## config.mk

```make
export PLATFORM = sky130hd
export DESIGN_NAME = pwch_front
export DESIGN_NICKNAME = d
export VERILOG_FILES = /design/src/pwch_pkg.sv /design/src/pwch_front.sv
export SDC_FILE = /design/constraint.sdc
export NUM_CORES = 1
export LEC_CHECK = 0
export ABC_CLOCK_PERIOD_IN_PS = 3650
export BUFFER_PORTS_ARGS = -buffer_cell sky130_fd_sc_hd__buf_2
export CAP_MARGIN = 0
export CORE_AREA = 2 2 128 130
export DETAILED_ROUTE_END_ITERATION = 10
export DIE_AREA = 0 0 130 132
export PLACE_DENSITY = 0.56
export SETUP_SLACK_MARGIN = 0.05
export SYNTH_ARGS = -nofsm -noshare
export SYNTH_HDL_FRONTEND = slang
export SYNTH_SLANG_ARGS = --single-unit
```

## constraint.sdc

```tcl
create_clock -name clk -period 3.65 [get_ports clk]
set_clock_uncertainty 0.05 [all_clocks]
set_input_delay 0.73 -clock clk [delete_from_list [all_inputs] [get_ports clk]]
set_output_delay 0.73 -clock clk [all_outputs]
set_load 0.01 [all_outputs]
```

## src/pwch_pkg.sv

```systemverilog
// Shared types, sizes and helper functions for the photon window count histogram.
// No dependencies; the front end, queue, histogram side and top level import this package.
package pwch_pkg;

	localparam int HIST_DIM     = 64;
	localparam int NUM_CHANNELS = 64;
	localparam int BUCKET_W     = 32;

	localparam int IDX_W      = (HIST_DIM > 1) ? $clog2(HIST_DIM) : 1;
	localparam int PAIR_DEPTH = HIST_DIM * HIST_DIM;
	localparam int PAIR_AW    = $clog2(PAIR_DEPTH);
	localparam int TOT_AW     = IDX_W;

	localparam int CNT_W = 8;
	localparam logic [CNT_W-1:0] CNT_MAX = '1;

	localparam int QUEUE_DEPTH = 4;
	localparam int QPTR_W      = $clog2(QUEUE_DEPTH);

	typedef enum logic [1:0] {
		ITEM_PHOTON   = 2'd0,
		ITEM_CLOSE    = 2'd1,
		ITEM_RD_PAIR  = 2'd2,
		ITEM_RD_TOTAL = 2'd3
	} item_kind_t;

	typedef enum logic [1:0] {
		RES_VERDICT = 2'd0,
		RES_PAIR    = 2'd1,
		RES_TOTAL   = 2'd2
	} res_kind_t;

	typedef enum logic [1:0] {
		REG_CH1_MASK = 2'd0,
		REG_CH2_MASK = 2'd1,
		REG_MIN      = 2'd2,
		REG_MAX      = 2'd3
	} reg_sel_t;

	typedef struct packed {
		logic [63:0] ch1_mask;
		logic [63:0] ch2_mask;
		logic [5:0]  min_photons;
		logic [5:0]  max_photons;
	} cfg_t;

	// One queued operation for the histogram side
	typedef struct packed {
		res_kind_t          kind;
		logic               accepted;
		logic               zero_read;
		logic [CNT_W-1:0]   n1;
		logic [CNT_W-1:0]   n2;
		logic [31:0]        start;
		logic [31:0]        stop;
		logic [PAIR_AW-1:0] pair_addr;
		logic [TOT_AW-1:0]  tot_addr;
	} op_t;

	function automatic logic [BUCKET_W-1:0] cell_sat_inc(input logic [BUCKET_W-1:0] v);
		logic [BUCKET_W-1:0] r;
		r = (v == '1) ? v : v + 1'b1;
		return r;
	endfunction

	// Clamp a cell to the 32-bit read-out field
	function automatic logic [31:0] cell_report(input logic [BUCKET_W-1:0] v);
		logic [BUCKET_W+31:0] wide;
		logic [BUCKET_W+31:0] lim;
		logic [31:0]          r;
		wide = {32'b0, v};
		lim  = {{BUCKET_W{1'b0}}, 32'hFFFF_FFFF};
		r    = (wide > lim) ? 32'hFFFF_FFFF : wide[31:0];
		return r;
	endfunction

endpackage

```

## src/pwch_front.sv

```systemverilog
// Front end: accepts items, keeps the running channel counts, classifies items
// and pushes window verdicts and cell reads as operations. Uses pwch_pkg.
module pwch_front import pwch_pkg::*; (
	input  logic        clk,
	input  logic        arst_n,
	input  cfg_t        cfg,
	input  logic        item_fire,
	input  logic [1:0]  kind,
	input  logic [5:0]  channel,
	input  logic [31:0] window_start,
	input  logic [31:0] window_stop,
	input  logic [5:0]  row_index,
	input  logic [5:0]  col_index,
	output logic        push,
	output op_t         push_op
);

	logic [CNT_W-1:0] cnt_one_q;
	logic [CNT_W-1:0] cnt_two_q;
	logic [CNT_W:0]   total;
	logic             chan_ok;
	logic             hit_one;
	logic             hit_two;
	logic             win_ok;
	logic             row_ok;
	logic             col_ok;
	item_kind_t       kind_e;

	assign kind_e  = item_kind_t'(kind);
	assign chan_ok = int'(channel) < NUM_CHANNELS;
	assign hit_one = chan_ok && cfg.ch1_mask[channel];
	assign hit_two = chan_ok && cfg.ch2_mask[channel];
	assign total   = {1'b0, cnt_one_q} + {1'b0, cnt_two_q};
	assign win_ok  = (total >= (CNT_W+1)'(cfg.min_photons))
		&& (total <= (CNT_W+1)'(cfg.max_photons))
		&& (int'(total) < HIST_DIM);
	assign row_ok  = int'(row_index) < HIST_DIM;
	assign col_ok  = int'(col_index) < HIST_DIM;

	always_ff @(posedge clk or negedge arst_n) begin
		if (!arst_n) begin
			cnt_one_q <= '0;
			cnt_two_q <= '0;
		end else if (item_fire) begin
			case (kind_e)
				ITEM_PHOTON: begin
					if (hit_one && cnt_one_q != CNT_MAX) cnt_one_q <= cnt_one_q + 1'b1;
					if (hit_two && cnt_two_q != CNT_MAX) cnt_two_q <= cnt_two_q + 1'b1;
				end
				ITEM_CLOSE: begin
					cnt_one_q <= '0;
					cnt_two_q <= '0;
				end
				default: begin
				end
			endcase
		end
	end

	always_comb begin
		push_op = '0;
		push    = item_fire && (kind_e != ITEM_PHOTON);
		unique case (kind_e)
			ITEM_PHOTON: begin
			end
			ITEM_CLOSE: begin
				push_op.kind      = RES_VERDICT;
				push_op.accepted  = win_ok;
				push_op.n1        = cnt_one_q;
				push_op.n2        = cnt_two_q;
				push_op.start     = window_start;
				push_op.stop      = window_stop;
				push_op.pair_addr = PAIR_AW'(int'(cnt_one_q) * HIST_DIM + int'(cnt_two_q));
				push_op.tot_addr  = TOT_AW'(total);
			end
			ITEM_RD_PAIR: begin
				push_op.kind      = RES_PAIR;
				push_op.zero_read = !(row_ok && col_ok);
				push_op.pair_addr = PAIR_AW'(int'(row_index) * HIST_DIM + int'(col_index));
			end
			ITEM_RD_TOTAL: begin
				push_op.kind      = RES_TOTAL;
				push_op.zero_read = !row_ok;
				push_op.tot_addr  = TOT_AW'(row_index);
			end
			default: begin
			end
		endcase
	end

endmodule

```

==> results.toml <==
[synthesis]
ys_top_cells_by_count = "81 x and2_1, 29 x ha_1, 27 x clkbuf_1, 27 x nand3_1, 25 x inv_1"
syn_inst = 458
syn_nets = 716
synth.avg_cell_area_um2 = 8.20
synth.area.top_cells = "and2_1 14%, dfrtp_1 11%, mux4_2 10%"
synth_most_common_cell = "and2_1"
yosysWarnings = 0
synthFlopType = "dfrtp_1"
synth_top_cell_by_area = "and2_1"
synth.distinct_cells = 56
synth_area_mm2 = 0.00375
postSynth.asyncResetShare_pct = 100
synth_top_area_share_pct = 13.5
synth_edf_count = 0
ys_ff_latch = 16
synth_seq_area_share_pct = 10.7

[die]
die_w_um = 130
die_area_mm2 = 0.0172
core-area_mm2 = 0.0157
rows = 46
dieHeight_um = 132
initial_core_util_pct = 23.9
ios = 330

[timing]
whs_ps = 353
min_period_ps = 3690
hold_violations = 0
setup_viol = 1
grt_setup_unrepaired = "yes"
max_clock_freq_ghz = 0.271
worst_slew_pin_slew_ps = 822
final-max-slew-violation-count = 0
finalCritPeriodShare_pct = 101
fin_ws_ps = -35.2
max_slew_margin_pct = 45.0

[grt]
grt-ovfl-total = 0
first_global_vias = 4432
grtUsageTotal_pct = 18.1
antenna_found_initial = 3
grt_pass1_wl_um = 24400
grt_max_degree = 83

[job]
cap_violations = 0

[setup_path]
cp_max_fo = 3
path_class = "flop to primary output"
critPathLaunchType = "flop"
timing.rr.end = "cnt_two_q[1]"
regToRegSetupSlack_ps = 1150
critPathCaptureType = "primary output"
crit_arrival_ps = 2910
cp.required_ps = 2870
timing.rr.start = "cnt_two_q[0]"
reg2reg_depth = 10

[clock_tree]
cts_buffers = 3
cts_tree = "built"
cts-root-buf = "clkbuf_16"
numClockSinks = 16
clk_pin_slew_ps = 50
cts_max_path_buffers = 2
clk_latency_ps = 250
htreeDepth = 1

[route]
wire_per_inst_um = 17.0
antenna_left = 0
vias_per_cell = 4.81
drt_pre_antenna_iters = 4
via_count = 4768
drt_iter0_markers = 111
drc = 0
routed_wl_um = 16900

[placement]
gp_congestion = 0.867
dp.cells = 980
dp_slack_ps = 137
io_buffer_count = 328
dp_hpwl_um = 14600
place_area_mm2 = 0.00561

[pwr]
seqPwrFrac_pct = 18.2
vdd_drop_max_mv = 0.139
p_int_mw = 0.790
combPwrFrac_pct = 65.4
power_density_mw_per_mm2 = 228
p_sw_mw = 0.527
leakage_nw = 3.17
switching_share_pct = 40.0
clock_power_share_pct = 16.4

[layout]
multiInputGateArea_mm2 = 0.00312
final_area_mm2 = 0.00578
n_fill_cell = 1711
regArea_um2 = 402
area_growth_pct = 53.9
layout-drive-gt1-share_pct = 49.7
stdcell_count = 992
utilization_pct = 36.8
layout.nets = 1033

[status]
violations = "negative setup slack"
status = "complete, but fails checks"

[hold_path]
holdCritPathClass = "input port to async pin"
worst max path at each step:
| stage | depth (start not counted) | startpoint | to | slack [ps] |
|---|---|---|---|---|
| finish | 13 | cnt_one_q[0] | push_op[99] | -40 |
| global route | 13 | cnt_one_q[0] | push_op[99] | -180 |
| CTS | 13 | cnt_one_q[0] | push_op[99] | -30 |
| detailed placement | 13 | cnt_one_q[0] | push_op[99] | 140 |
| global placement | 13 | cnt_one_q[0] | push_op[99] | 200 |
| floorplan | 12 | cnt_one_q[0] | push_op[99] | 170 |
cell type report:
cell class / count / share of cell area, %
Inverter: 25 / 1.62
Sequential cell: 16 / 6.95
Timing Repair Buffer: 349 / 31.4
Multi-Input combinational cell: 380 / 54.0
Antenna cell: 3 / 0.130
Tap cell: 216 / 4.68
Clock buffer: 3 / 1.30
worst max-delay path, stage by stage, from the launching register on:
cell      delay, ps
dfrtp_1         350
ha_2            190
inv_2            40
fa_1            420
nor2b_1         130
o21ai_0          80
nand2b_1        150
xor2_2          200
ha_1            280
o21a_1          110
o21a_1          170
o22ai_1         140
nor4bb_2        220
buf_2           170
flip-flops by register name, summed over array words and instances (netlist names):
register   flops
cnt_two_q      8
cnt_one_q      8
power by group through the flow:
stage	combinational (mW)	sequential, mW	clock (mW)
after detailed placement	0.816	0.241	0
after CTS	0.853	0.239	0.220
after global placement	0.811	0.240	0
after global routing	0.953	0.244	0.228
final	0.861	0.240	0.216
after floorplan	0.481	0.241	0
layer usage:
layer	global-route usage, %	wire [um]	vias up	part of all wire, %
met1	20.9	6500	2203	39
met2	34.3	8970	233	53
met3	2.11	1070	17	6.3
met5	0	0	-	0
met4	5.44	318	0	1.9
li1	-	-	2315	-
what timing repair did:
item,in CTS,in global routing
setup endpoints to repair,1,1
gates cloned,0,0
hold buffers,0,0
setup buffers,3,3
gates resized for setup,6,3
pin swaps,2,1
cells by family after synthesis:
kind of cell,count (synthesis),share of synthesized area (%)
buffers and inverters,62,7.40
flip-flops,16,10.7
AO/OA/AOI/OAI,97,17.7
multiplexers,43,20.2
XOR/XNOR,8,1.87
adder cells (fa/ha/maj),31,10.7
other,1,0.0999
AND/OR/NAND/NOR,200,31.4
through the flow:
step,power (mW),TNS (ps)
floorplan,0.721,0
global placement,1.05,0
detailed placement,1.06,0
CTS,1.31,-31.1
global route,1.43,-184
finish,1.32,-35.2
placed cells by master (no fill, tap or decap), types with 15 or more instances in the layout:
master and instances:
mux2i_1 19, nor2b_1 17, mux4_2 17, nand2_1 16, and2_1 81, dfrtp_1 15
o21ai_0 16, buf_2 328, inv_1 23, nand3_1 27, ha_1 26, a21oi_1 21
buf_4 20
No activity file was read; power rests on OpenSTA's default activity.
