**config.mk**
```make
export PLATFORM = sky130hd
export DESIGN_NAME = pwch_queue
export DESIGN_NICKNAME = d
export VERILOG_FILES = /design/src/pwch_pkg.sv /design/src/pwch_queue.sv
export SDC_FILE = /design/constraint.sdc
export NUM_CORES = 1
export LEC_CHECK = 0
export BUFFER_PORTS_ARGS = -buffer_cell sky130_fd_sc_hd__buf_2
export CORE_MARGIN = 2
export CORE_UTILIZATION = 55
export DETAILED_ROUTE_END_ITERATION = 7
export MAX_ROUTING_LAYER = met4
export PLACE_DENSITY = 0.77
export SYNTH_ARGS = -nofsm -noshare
export SYNTH_HDL_FRONTEND = slang
export SYNTH_SLANG_ARGS = --single-unit
```
**constraint.sdc**
```tcl
create_clock -name clk -period 8.7 [get_ports clk]
set_input_delay 1.74 -clock clk [delete_from_list [all_inputs] [get_ports clk]]
set_output_delay 1.74 -clock clk [all_outputs]
set_load 0.02 [all_outputs]
```
**src/pwch_pkg.sv**
```systemverilog
// Shared types, sizes and helper functions for the photon window count histogram.
// No dependencies; the front end, queue, histogram side and top level import this package.
package pwch_pkg;

	localparam int HIST_DIM     = 64;
	localparam int NUM_CHANNELS = 64;
	localparam int BUCKET_W     = 32;

	localparam int IDX_W      = (HIST_DIM > 1) ? $clog2(HIST_DIM) : 1;
	localparam int PAIR_DEPTH = HIST_DIM * HIST_DIM;
	localparam int PAIR_AW    = $clog2(PAIR_DEPTH);
	localparam int TOT_AW     = IDX_W;

	localparam int CNT_W = 8;
	localparam logic [CNT_W-1:0] CNT_MAX = '1;

	localparam int QUEUE_DEPTH = 4;
	localparam int QPTR_W      = $clog2(QUEUE_DEPTH);

	typedef enum logic [1:0] {
		ITEM_PHOTON   = 2'd0,
		ITEM_CLOSE    = 2'd1,
		ITEM_RD_PAIR  = 2'd2,
		ITEM_RD_TOTAL = 2'd3
	} item_kind_t;

	typedef enum logic [1:0] {
		RES_VERDICT = 2'd0,
		RES_PAIR    = 2'd1,
		RES_TOTAL   = 2'd2
	} res_kind_t;

	typedef enum logic [1:0] {
		REG_CH1_MASK = 2'd0,
		REG_CH2_MASK = 2'd1,
		REG_MIN      = 2'd2,
		REG_MAX      = 2'd3
	} reg_sel_t;

	typedef struct packed {
		logic [63:0] ch1_mask;
		logic [63:0] ch2_mask;
		logic [5:0]  min_photons;
		logic [5:0]  max_photons;
	} cfg_t;

	// One queued operation for the histogram side
	typedef struct packed {
		res_kind_t          kind;
		logic               accepted;
		logic               zero_read;
		logic [CNT_W-1:0]   n1;
		logic [CNT_W-1:0]   n2;
		logic [31:0]        start;
		logic [31:0]        stop;
		logic [PAIR_AW-1:0] pair_addr;
		logic [TOT_AW-1:0]  tot_addr;
	} op_t;

	function automatic logic [BUCKET_W-1:0] cell_sat_inc(input logic [BUCKET_W-1:0] v);
		logic [BUCKET_W-1:0] r;
		r = (v == '1) ? v : v + 1'b1;
		return r;
	endfunction

	// Clamp a cell to the 32-bit read-out field
	function automatic logic [31:0] cell_report(input logic [BUCKET_W-1:0] v);
		logic [BUCKET_W+31:0] wide;
		logic [BUCKET_W+31:0] lim;
		logic [31:0]          r;
		wide = {32'b0, v};
		lim  = {{BUCKET_W{1'b0}}, 32'hFFFF_FFFF};
		r    = (wide > lim) ? 32'hFFFF_FFFF : wide[31:0];
		return r;
	endfunction

endpackage

```
**src/pwch_queue.sv**
```systemverilog
// Short operation queue between the front end and the histogram side.
// Flop storage, one push and one pop per cycle. Uses pwch_pkg.
module pwch_queue import pwch_pkg::*; (
	input  logic clk,
	input  logic arst_n,
	input  logic push,
	input  op_t  push_op,
	output logic full,
	input  logic pop,
	output logic head_valid,
	output op_t  head_op
);

	op_t               mem_q [QUEUE_DEPTH];
	logic [QPTR_W-1:0] wr_ptr_q;
	logic [QPTR_W-1:0] rd_ptr_q;
	logic [QPTR_W:0]   count_q;

	assign full       = count_q == (QPTR_W+1)'(QUEUE_DEPTH);
	assign head_valid = count_q != '0;
	assign head_op    = mem_q[rd_ptr_q];

	always_ff @(posedge clk) begin
		if (push) begin
			mem_q[wr_ptr_q] <= push_op;
		end
	end

	always_ff @(posedge clk or negedge arst_n) begin
		if (!arst_n) begin
			wr_ptr_q <= '0;
			rd_ptr_q <= '0;
			count_q  <= '0;
		end else begin
			if (push) wr_ptr_q <= wr_ptr_q + 1'b1;
			if (pop)  rd_ptr_q <= rd_ptr_q + 1'b1;
			if (push && !pop) begin
				count_q <= count_q + 1'b1;
			end else if (pop && !push) begin
				count_q <= count_q - 1'b1;
			end
		end
	end

endmodule

```
==> results of run 1 <==
-- critical path, cell delays in order (launching register included) --
cell	delay, ns
dfrtp_4	0.75
buf_4	0.87
mux4_2	0.46
buf_2	0.19
-- cell type report --
| cell class | instances | share of cell area |
|---|---|---|
| Clock inverter | 19 | 0.00960 |
| Tap cell | 341 | 0.0241 |
| Antenna cell | 3 | 0.000423 |
| Sequential cell | 415 | 0.701 |
| Multi-Input combinational cell | 125 | 0.142 |
| Timing Repair Buffer | 216 | 0.0620 |
| Clock buffer | 52 | 0.0602 |
| Inverter | 4 | 0.000847 |
-- power groups by stage --
stage / logic, mW / clock network (mW) / registers, mW
CTS: 1.93 / 1.67 / 2.76
global placement: 1.90 / 0 / 2.77
detailed placement: 1.93 / 0 / 2.80
global route: 2.01 / 1.74 / 2.79
floorplan: 1.44 / 0 / 2.74
finish: 1.89 / 1.64 / 2.76
-- kinds of logic after synthesis --
kind of cell	after synthesis
DFF	415
muxes	103
buffers and inverters	27
and+or+nand+nor	9
xor gates and xnor gates	6
adders and majority gates	6
AOI/OAI and AO/OA	1
-- metrics by stage --
step | setup WS (ns) | instances | cell area, um2 | util
2_1_floorplan | 4.13 | 567 | 15200 | -
3_3_place_gp | 4.65 | 1101 | 16500 | 0.610
3_5_place_dp | 4.60 | 1101 | 16500 | 0.610
4_1_cts | 4.05 | 1172 | 17700 | 0.656
5_1_grt | 3.98 | 1175 | 17700 | 0.656
6_report | 4.10 | 1175 | 17700 | 0.656
-- flip-flops by register name (all words and copies together), names as in the netlist --
name	flops
mem_q	408
count_q	3
rd_ptr_q	2
wr_ptr_q	2
-- per-layer routing --
layer  up-vias  global-route usage  share of wire
li1       2923                   -              -
met1      3576               0.251           0.39
met2       200               0.337           0.53
met3        48              0.0395          0.053
met4         0              0.0550          0.023
met5         -                   -              0
-- how the worst min path moves through the flow --
stage	startpoint	end	slack [ns]	depth (start not counted)
floorplan	count_q[2]$_DFFE_PN0P_	count_q[2]$_DFFE_PN0P_	0.45	1
global placement	count_q[2]$_DFFE_PN0P_	count_q[2]$_DFFE_PN0P_	0.46	1
detailed placement	count_q[2]$_DFFE_PN0P_	count_q[2]$_DFFE_PN0P_	0.48	1
CTS	count_q[2]$_DFFE_PN0P_	count_q[2]$_DFFE_PN0P_	0.49	1
global route	count_q[2]$_DFFE_PN0P_	count_q[2]$_DFFE_PN0P_	0.51	1
finish	count_q[2]$_DFFE_PN0P_	count_q[2]$_DFFE_PN0P_	0.49	1
-- cells in the mapped netlist, drive strengths merged --
library cell,instances
ha,5
buf,23
fa,1
inv,4
mux2,1
mux4,102
and2,4
o21ai,1
nand2,2
or3,1
edfxtp,408
xnor2,2
nor2,1
nor3b,1
xor2,4
dfrtp,7
==> impl_metrics.yaml, run 1 <==
status:
  status: "finished, final reports clean"
synthesis:
  synth_area_leaders: "edfxtp_1, mux4_2, dfrtp_1"
  synth_nets: 679
  synth_area_per_cell_um2: 26.8
  synthCells: 567
  muxShareOfSynthArea: 0.152
  synth-simple-area-share: 0.00330
  synth_compound_gate_area_share: 0.000330
  ys_types: 21
  synth_top_area_share: 0.808
  ys_seq_elements: 415
  syn-cell-area_mm2: 0.0152
  synthAdderAreaFrac: 0.00544
  synth_top_area_cell: "edfxtp_1"
  synth-seq-area-share: 0.819
  synth_top_family_by_area: "multiplexers"
  synth_xor_area_frac: 0.00346
  yosys_warnings: 0
cells_and_area:
  fillCellCount: 1716
  multi_input_area_mm2: 0.00251
  fin_nets: 915
  final_cell_mix: "edfxtp_1, buf_2, mux4_2"
  drive_gt1_frac: 0.454
  final-seq-area_mm2: 0.0124
  area_growth_pct: 16.9
  final_common_cell: "edfxtp_1"
worst_setup_path:
  r2r_end: "mem_q[0][83]$_DFFE_PP_"
  crit_type: "flip-flop to output port"
  crit_fanout: 70
  worst_setup_path_start_kind: "flip-flop"
  crit_start: "rd_ptr_q[1]$_DFFE_PN0P_"
  r2r_start: "wr_ptr_q[0]$_DFFE_PN0P_"
  cp-endpoint: "head_op[20]"
  required_ns: 6.96
  rr_worst_depth: 4
  worstPathArrival_ns: 2.86
  crit_path_end_kind: "output port"
  r2r_setup_slack_ns: 6.14
cts:
  clock-root-buffer: "clkbuf_16"
  cts_buffers: 41
  cts_tree: "yes"
  path_clk_slew_ns: 0.06
  clk-insertion-delay-late_ns: 0.52
  htree_levels: 2
  clkSinkCount: 415
  clk_path_buf_depth: 3
  post-cts-setup-buffers: 0
  ctsHoldBuffers: 0
  cts_resized: 0
pwr:
  p_leak_nw: 6.04
  power.internal_mw: 4.33
  p_comb_frac: 0.300
  p_per_area_mw_per_mm2: 354
  pwr-share-clk: 0.260
  p_seq_frac: 0.439
  p_sw_mw: 1.94
  p_sw_frac: 0.310
  power_mw: 6.28
  vdd_drop_max_v: 0.000213
grt:
  grt_pass1_vias: 7236
  grt_max_degree: 71
  grt-ovfl-total: 0
  grt_antenna_before_repair: 3
  track_usage: 0.200
  grt_pass1_wl_um: 41700
timing:
  hold_violations: 0
  period_share: 0.529
  max_slew.worst_pin.slew_ns: 1.04
  rsz0062_at_grt: "false"
  hold_slack_ns: 0.488
  slew_viol_final: 0
  fin_setup_tns_ns: 0
  fin_crit_ns: 4.60
  finClkSkew_ns: 0.0195
  finalSetupViolCount: 0
  fmax_mhz: 217
  slew_headroom: 0.306
hold_path:
  holdCritPathClass: "flip-flop to flip-flop"
routing:
  vias: 6747
  detail-route-antenna-nets: 0
  routedWlPerCell_um: 23.4
  vias_per_cell: 5.74
  firstDrtPassIters: 5
  drc: 0
  drt_iter0_drc: 512
  drt-total-wl_um: 27500
floorplanning:
  die_w_um: 170
  ios: 210
  die_area_mm2: 0.0289
  die_y_um: 170
  start_util: 0.561
  core_mm2: 0.0270
  rows: 60
placement:
  gp_congestion: 0.714
  place_hpwl_um: 16300
  portBuffers: 209
run:
  max-cap-violations: 0
No activity file was read; power rests on OpenSTA's default activity.
==> inputs of run 2 (changes only) <==
CORE_UTILIZATION = 51   (was 55)
PLACE_DENSITY = 0.75   (was 0.77)
clock period = 3.9 ns   (was 8.7 ns; I/O delays follow)
==> run 2 against run 1 <==
  * Utilization is 4.4 points lower
  * Worst hold slack worse by 0.41 ns
  * Global-route usage is 1.8 points lower
  * Final cell count is 5.1% higher
  * Design area is 1.7% higher
==> impl_metrics.yaml, run 2 (synthesis gave the netlist of run 1 again) <==
timing:
  fin_crit_ns: 3.20
  slew_viol_final: 0
  hold_violations: 0
  finalSetupViolCount: 0
  period_share: 0.820
  rsz0062_at_grt: "false"
  slew_headroom: 0.490
  finClkSkew_ns: 0.0185
  fin_setup_tns_ns: 0
  fmax_mhz: 313
  max_slew.worst_pin.slew_ns: 0.764
cells_and_area:
  drive_gt1_frac: 0.461
  fillCellCount: 2057
  top_register: "mem_q"
  final_core_util: 0.611
  largest_register_ffs: 408
  area_growth_pct: 18.8
  finalInstanceArea_mm2: 0.0180
  final_common_cell: "edfxtp_1"
  reg_top3: "mem_q x408, count_q x3"
  final_cell_mix: "edfxtp_1, buf_2, mux4_2"
  fin_nets: 921
routing:
  vias_per_cell: 5.43
  vias: 6704
  drc: 0
  drt-total-wl_um: 26800
  detail-route-antenna-nets: 0
  drt_iter0_drc: 447
  firstDrtPassIters: 4
  routedWlPerCell_um: 21.7
placement:
  dpl_cell_area_mm2: 0.0167
  place_hpwl_um: 15800
  portBuffers: 209
  gp_congestion: 0.698
cts:
  cts_buffers: 42
  post-cts-setup-buffers: 0
  path_clk_slew_ns: 0.06
  clk_path_buf_depth: 3
  clk-insertion-delay-late_ns: 0.52
  clkSinkCount: 415
  cts_tree: "yes"
  ctsHoldBuffers: 0
  cts_resized: 0
  clock-root-buffer: "clkbuf_16"
  htree_levels: 2
floorplanning:
  ios: 210
  die_w_um: 176
  die_y_um: 176
  core_mm2: 0.0295
  start_util: 0.515
  die_area_mm2: 0.0311
  rows: 63
hold_path:
  holdCritPathClass: "input pin to asynchronous set/reset pin"
worst_setup_path:
  worst_setup_path_start_kind: "flip-flop"
  required_ns: 3.12
  crit_path_end_kind: "output port"
  r2r_start: "wr_ptr_q[1]$_DFFE_PN0P_"
  crit_start: "rd_ptr_q[0]$_DFFE_PN0P_"
  worstPathArrival_ns: 2.42
  crit_fanout: 43
  crit_type: "flip-flop to output port"
pwr:
  p_per_area_mw_per_mm2: 791
  vdd_drop_max_v: 0.000440
  p_sw_frac: 0.304
  power.internal_mw: 9.93
  pwr-share-clk: 0.272
  p_sw_mw: 4.34
  p_comb_frac: 0.296
  p_leak_nw: 6.16
  p_seq_frac: 0.432
grt:
  grt_pass1_wl_um: 41500
  grt_pass1_vias: 7235
  grt-ovfl-total: 0
  grt_antenna_before_repair: 3
  grt_max_degree: 59
  track_usage: 0.182
status:
  status: "finished, final reports clean"
run:
  max-cap-violations: 0
run 2: area by class of cell:
class                      count  area, um2  share of cell area
antenna                        3       7.51            0.000416
clock buffer                  58       1150              0.0639
clock inverter                19        198              0.0110
inverter                       4       15.0            0.000833
multi-input combinational    125       2510               0.139
sequential                   415      12400               0.690
tap                          390        488              0.0271
timing repair buffer         221       1220              0.0679
run 2: critical path, stage by stage, from the launching register on:
cell and delay, ns:
dfrtp_4 0.70, buf_12 0.36, mux4_2 0.58, buf_2 0.18
run 2: metal layers:
| layer | part of all wire | up-vias | global-route usage |
|---|---|---|---|
| met1 | 0.42 | 3521 | 0.246 |
| met4 | 0.021 | 0 | 0.0479 |
| met5 | 0 | - | - |
| met3 | 0.058 | 47 | 0.0370 |
| met2 | 0.50 | 193 | 0.288 |
| li1 | - | 2943 | - |
run 2: path summary, 6_finish.rpt:
kind / endpoint / slack [ns] / cells after the start
max: head_op[24] / 0.70 / 3
min: count_q[1]$_DFFE_PN0P_ / 0.08 / 1
max reg2reg: mem_q[1][50]$_DFFE_PP_ / 1.86 / 4
min reg2reg: count_q[2]$_DFFE_PN0P_ / 0.48 / 1
max in group asynchronous: rd_ptr_q[1]$_DFFE_PN0P_ / 3.64 / 1
min in group clk: rd_ptr_q[0]$_DFFE_PN0P_ / 0.46 / 2
run 2: power by group through the flow:
stage,combinational [mW],sequential [mW],clock (mW)
after floorplan,3.22,6.12,0
after global placement,4.30,6.23,0
after detailed placement,4.32,6.27,0
after CTS,4.34,6.18,3.98
after global routing,4.51,6.25,4.16
final,4.22,6.16,3.88
run 2: metrics by stage:
step | hold slack [ns] | power (mW) | std cells | worst slack [ns]
finish | 0.0791 | 14.3 | 1235 | 0.700
global placement | 0.466 | 10.5 | 1155 | 1.20
detailed placement | 0.470 | 10.6 | 1155 | 1.20
global route | 0.0745 | 14.9 | 1235 | 0.532
CTS | 0.0591 | 14.5 | 1232 | 0.629
floorplan | 0.449 | 9.34 | 567 | 0.294
==> inputs of run 3 (changes only) <==
ABC_AREA = 1   (was default)
CORE_UTILIZATION = 52   (was 51)
clock period = 2.7 ns   (was 3.9 ns; I/O delays follow)
==> run 3 against run 2 <==
  * Clock power up 44%
  * Global-route usage increased by 1.5 points
  * First-iteration DRC count up 41%
  * Sequential power up 43%
  * Area after synthesis rose by 15%
  * Via count rose by 47%
  * Die area increased by 12%
  * Utilization is 1.0 points higher
  * Combinational power is 120% higher
  * Synthesized cell count increased by 120%
  * Clock-buffer cell count decreased by 5
==> impl_metrics.yaml, run 3 <==
pwr:
  p_sw_frac: 0.378
  p_seq_frac: 0.371
  p_per_area_mw_per_mm2: 1170
  vdd_drop_max_v: 0.000786
  p_comb_frac: 0.393
  pwr-share-clk: 0.236
  p_leak_nw: 8.23
  power.internal_mw: 14.8
  p_sw_mw: 8.98
cts:
  htree_levels: 2
  clk_path_buf_depth: 3
  cts_buffers: 44
  cts_tree: "yes"
  clkSinkCount: 415
  clk-insertion-delay-late_ns: 0.54
  clock-root-buffer: "clkbuf_16"
  path_clk_slew_ns: 0.06
cells_and_area:
  final_cell_mix: "edfxtp_1, nand2_1, inv_1"
  largest_register_ffs: 408
  drive_gt1_frac: 0.301
  final_common_cell: "edfxtp_1"
  finalInstanceArea_mm2: 0.0203
  reg_top3: "mem_q x408, count_q x3"
  area_growth_pct: 16.9
  fin_nets: 1577
  top_register: "mem_q"
status:
  status: "finished, final reports clean"
timing:
  fin_setup_tns_ns: 0
  fmax_mhz: 384
  finClkSkew_ns: 0.0202
  slew_viol_final: 0
  fin_crit_ns: 2.61
  max_slew.worst_pin.slew_ns: 0.620
  period_share: 0.965
  slew_headroom: 0.587
  finalSetupViolCount: 0
  rsz0062_at_grt: "false"
  hold_violations: 0
placement:
  dpl_cell_area_mm2: 0.0189
  portBuffers: 209
  gp_congestion: 0.749
  place_hpwl_um: 19600
synthesis:
  syn-cell-area_mm2: 0.0174
  synth_area_leaders: "edfxtp_1, o211ai_2, nand2_1"
  async_flop_share: 0.0169
  synth_commonest_cells: "edfxtp_1, nand2_1, inv_1"
  ys_seq_elements: 415
  synth_edf_count: 408
  synth_top_flop_cell: "edfxtp_1"
  synth_top_area_cell: "edfxtp_1"
  synth_nets: 1351
  yosys_warnings: 0
  synth_top_area_share: 0.705
  ys_types: 20
  synth_area_per_cell_um2: 14.0
  synth.most_common_cell: "edfxtp_1"
  synthCells: 1239
  synth-seq-area-share: 0.715
routing:
  drt_iter0_drc: 629
  wl_met1_um: 14200
  vias_per_cell: 5.07
  routedWlPerCell_um: 17.3
  top_layer_used: "met4"
  drc: 0
  firstDrtPassIters: 5
  vias: 9885
  dr_wl_met3_um: 2090
  drt-total-wl_um: 33800
  detail-route-antenna-nets: 0
  wl_met2_um: 16800
worst_setup_path:
  r2r_end: "mem_q[0][43]$_DFFE_PP_"
  crit_type: "flip-flop to output port"
  crit_path_end_kind: "output port"
  crit_fanout: 31
  r2r_start: "wr_ptr_q[0]$_DFFE_PN0P_"
  worstPathArrival_ns: 2.07
  required_ns: 2.16
  r2r_setup_slack_ns: 0.71
  rr_worst_depth: 5
  worst_setup_path_start_kind: "flip-flop"
hold_path:
  hold_start: "push_op[51]"
  holdCritPathClass: "input pin to flip-flop"
  hold_end: "mem_q[2][51]$_DFFE_PP_"
  holdPathStages: 1
grt:
  grt_pass1_wl_um: 52200
  grt-ovfl-total: 0
  track_usage: 0.196
  grt_antenna_before_repair: 5
  grt_pass1_vias: 9983
  grt_max_degree: 103
floorplanning:
  ios: 210
  rows: 66
  start_util: 0.532
  die_area_mm2: 0.0349
  die_y_um: 187
  core_mm2: 0.0327
  die_w_um: 187
run:
  max-cap-violations: 0
-- run 3: changes by cell type in the layout (fill, tap and decap cells not counted), sizes merged, moves of 2 or more --
cell / change
clkinvlp: +7
mux4: -102
nand2: +318
bufinv: -2
buf: +26
o211ai: +204
inv: +208
clkbuf: -4
diode: +7
and2: -4
clkinv: +5
-- run 3: repair_timing --
item	4_1_cts	5_1_grt
hold buffers	1	0
gates resized for setup	0	3
endpoints found under the setup margin	0	28
endpoints found under the hold margin	7	0
setup buffers	0	3
-- run 3: cells by family (layout without fill, tap and decap cells) --
| family | Yosys count | in the layout | share of synthesized area |
|---|---|---|---|
| buffers and inverters | 285 | 543 | 0.0811 |
| xor gates and xnor gates | 4 | 4 | 0.00202 |
| DFF | 415 | 415 | 0.715 |
| other | 0 | 10 | 0 |
| and+or+nand+nor | 324 | 324 | 0.0703 |
| AOI/OAI and AO/OA | 205 | 205 | 0.127 |
| adders and majority gates | 6 | 6 | 0.00475 |
-- run 3: power groups by stage --
stage / Sequential (mW) / Combinational, mW / Clock (mW)
after global routing: 8.90 / 10.1 / 5.98
after global placement: 8.90 / 9.09 / 0
final: 8.81 / 9.33 / 5.59
after CTS: 8.83 / 9.30 / 5.72
after floorplan: 8.88 / 6.72 / 0
after detailed placement: 8.96 / 9.25 / 0
-- run 3: worst max-delay path by stage --
stage                                  startpoint                     to  slack [ns]  cells past startpoint
after floorplan                              push  mem_q[0][0]$_DFFE_PP_       0.004                      3
after global placement    rd_ptr_q[0]$_DFFE_PN0P_            head_op[63]        0.62                      5
after detailed placement  rd_ptr_q[0]$_DFFE_PN0P_            head_op[63]        0.60                      5
after CTS                 rd_ptr_q[0]$_DFFE_PN0P_            head_op[66]        0.01                      6
after global routing      rd_ptr_q[1]$_DFFE_PN0P_            head_op[63]        0.02                      5
final                     rd_ptr_q[1]$_DFFE_PN0P_            head_op[63]        0.09                      5
-- run 3: worst max-delay path, cell delays in order, from the launching register on --
cell and delay [ns]:
dfrtp_4 0.55, inv_8 0.28, buf_4 0.29, o211ai_2 0.11
nand2_1 0.09, buf_2 0.17
-- run 3: final cells by class --
class	count	area, um2
repair buffers	249	1590
inverters	216	833
flip-flops and latches	415	12400
clock buffers	53	1160
diodes	10	25.0
clock inverters	25	186
multi-input cells	539	3550
well taps	442	553
fillers	2403	12400
-- run 3: stage by stage --
step	instances	power [mW]	hold WS, ns	setup slack, ns	utilization
floorplan	1239	15.6	0.244	0.00351	-
global placement	1856	18.0	0.402	0.617	0.578
detailed placement	1856	18.2	0.404	0.605	0.578
CTS	1935	23.9	0.175	0.0127	0.619
global route	1944	25.0	0.181	0.0159	0.621
finish	1949	23.7	0.204	0.0942	0.622
-- run 3: routing by layer --
metal | vias to the layer above | track usage
met3 | 49 | 0.0478
li1 | 4788 | -
met2 | 253 | 0.334
met1 | 4795 | 0.231
met5 | - | -
met4 | 0 | 0.0620
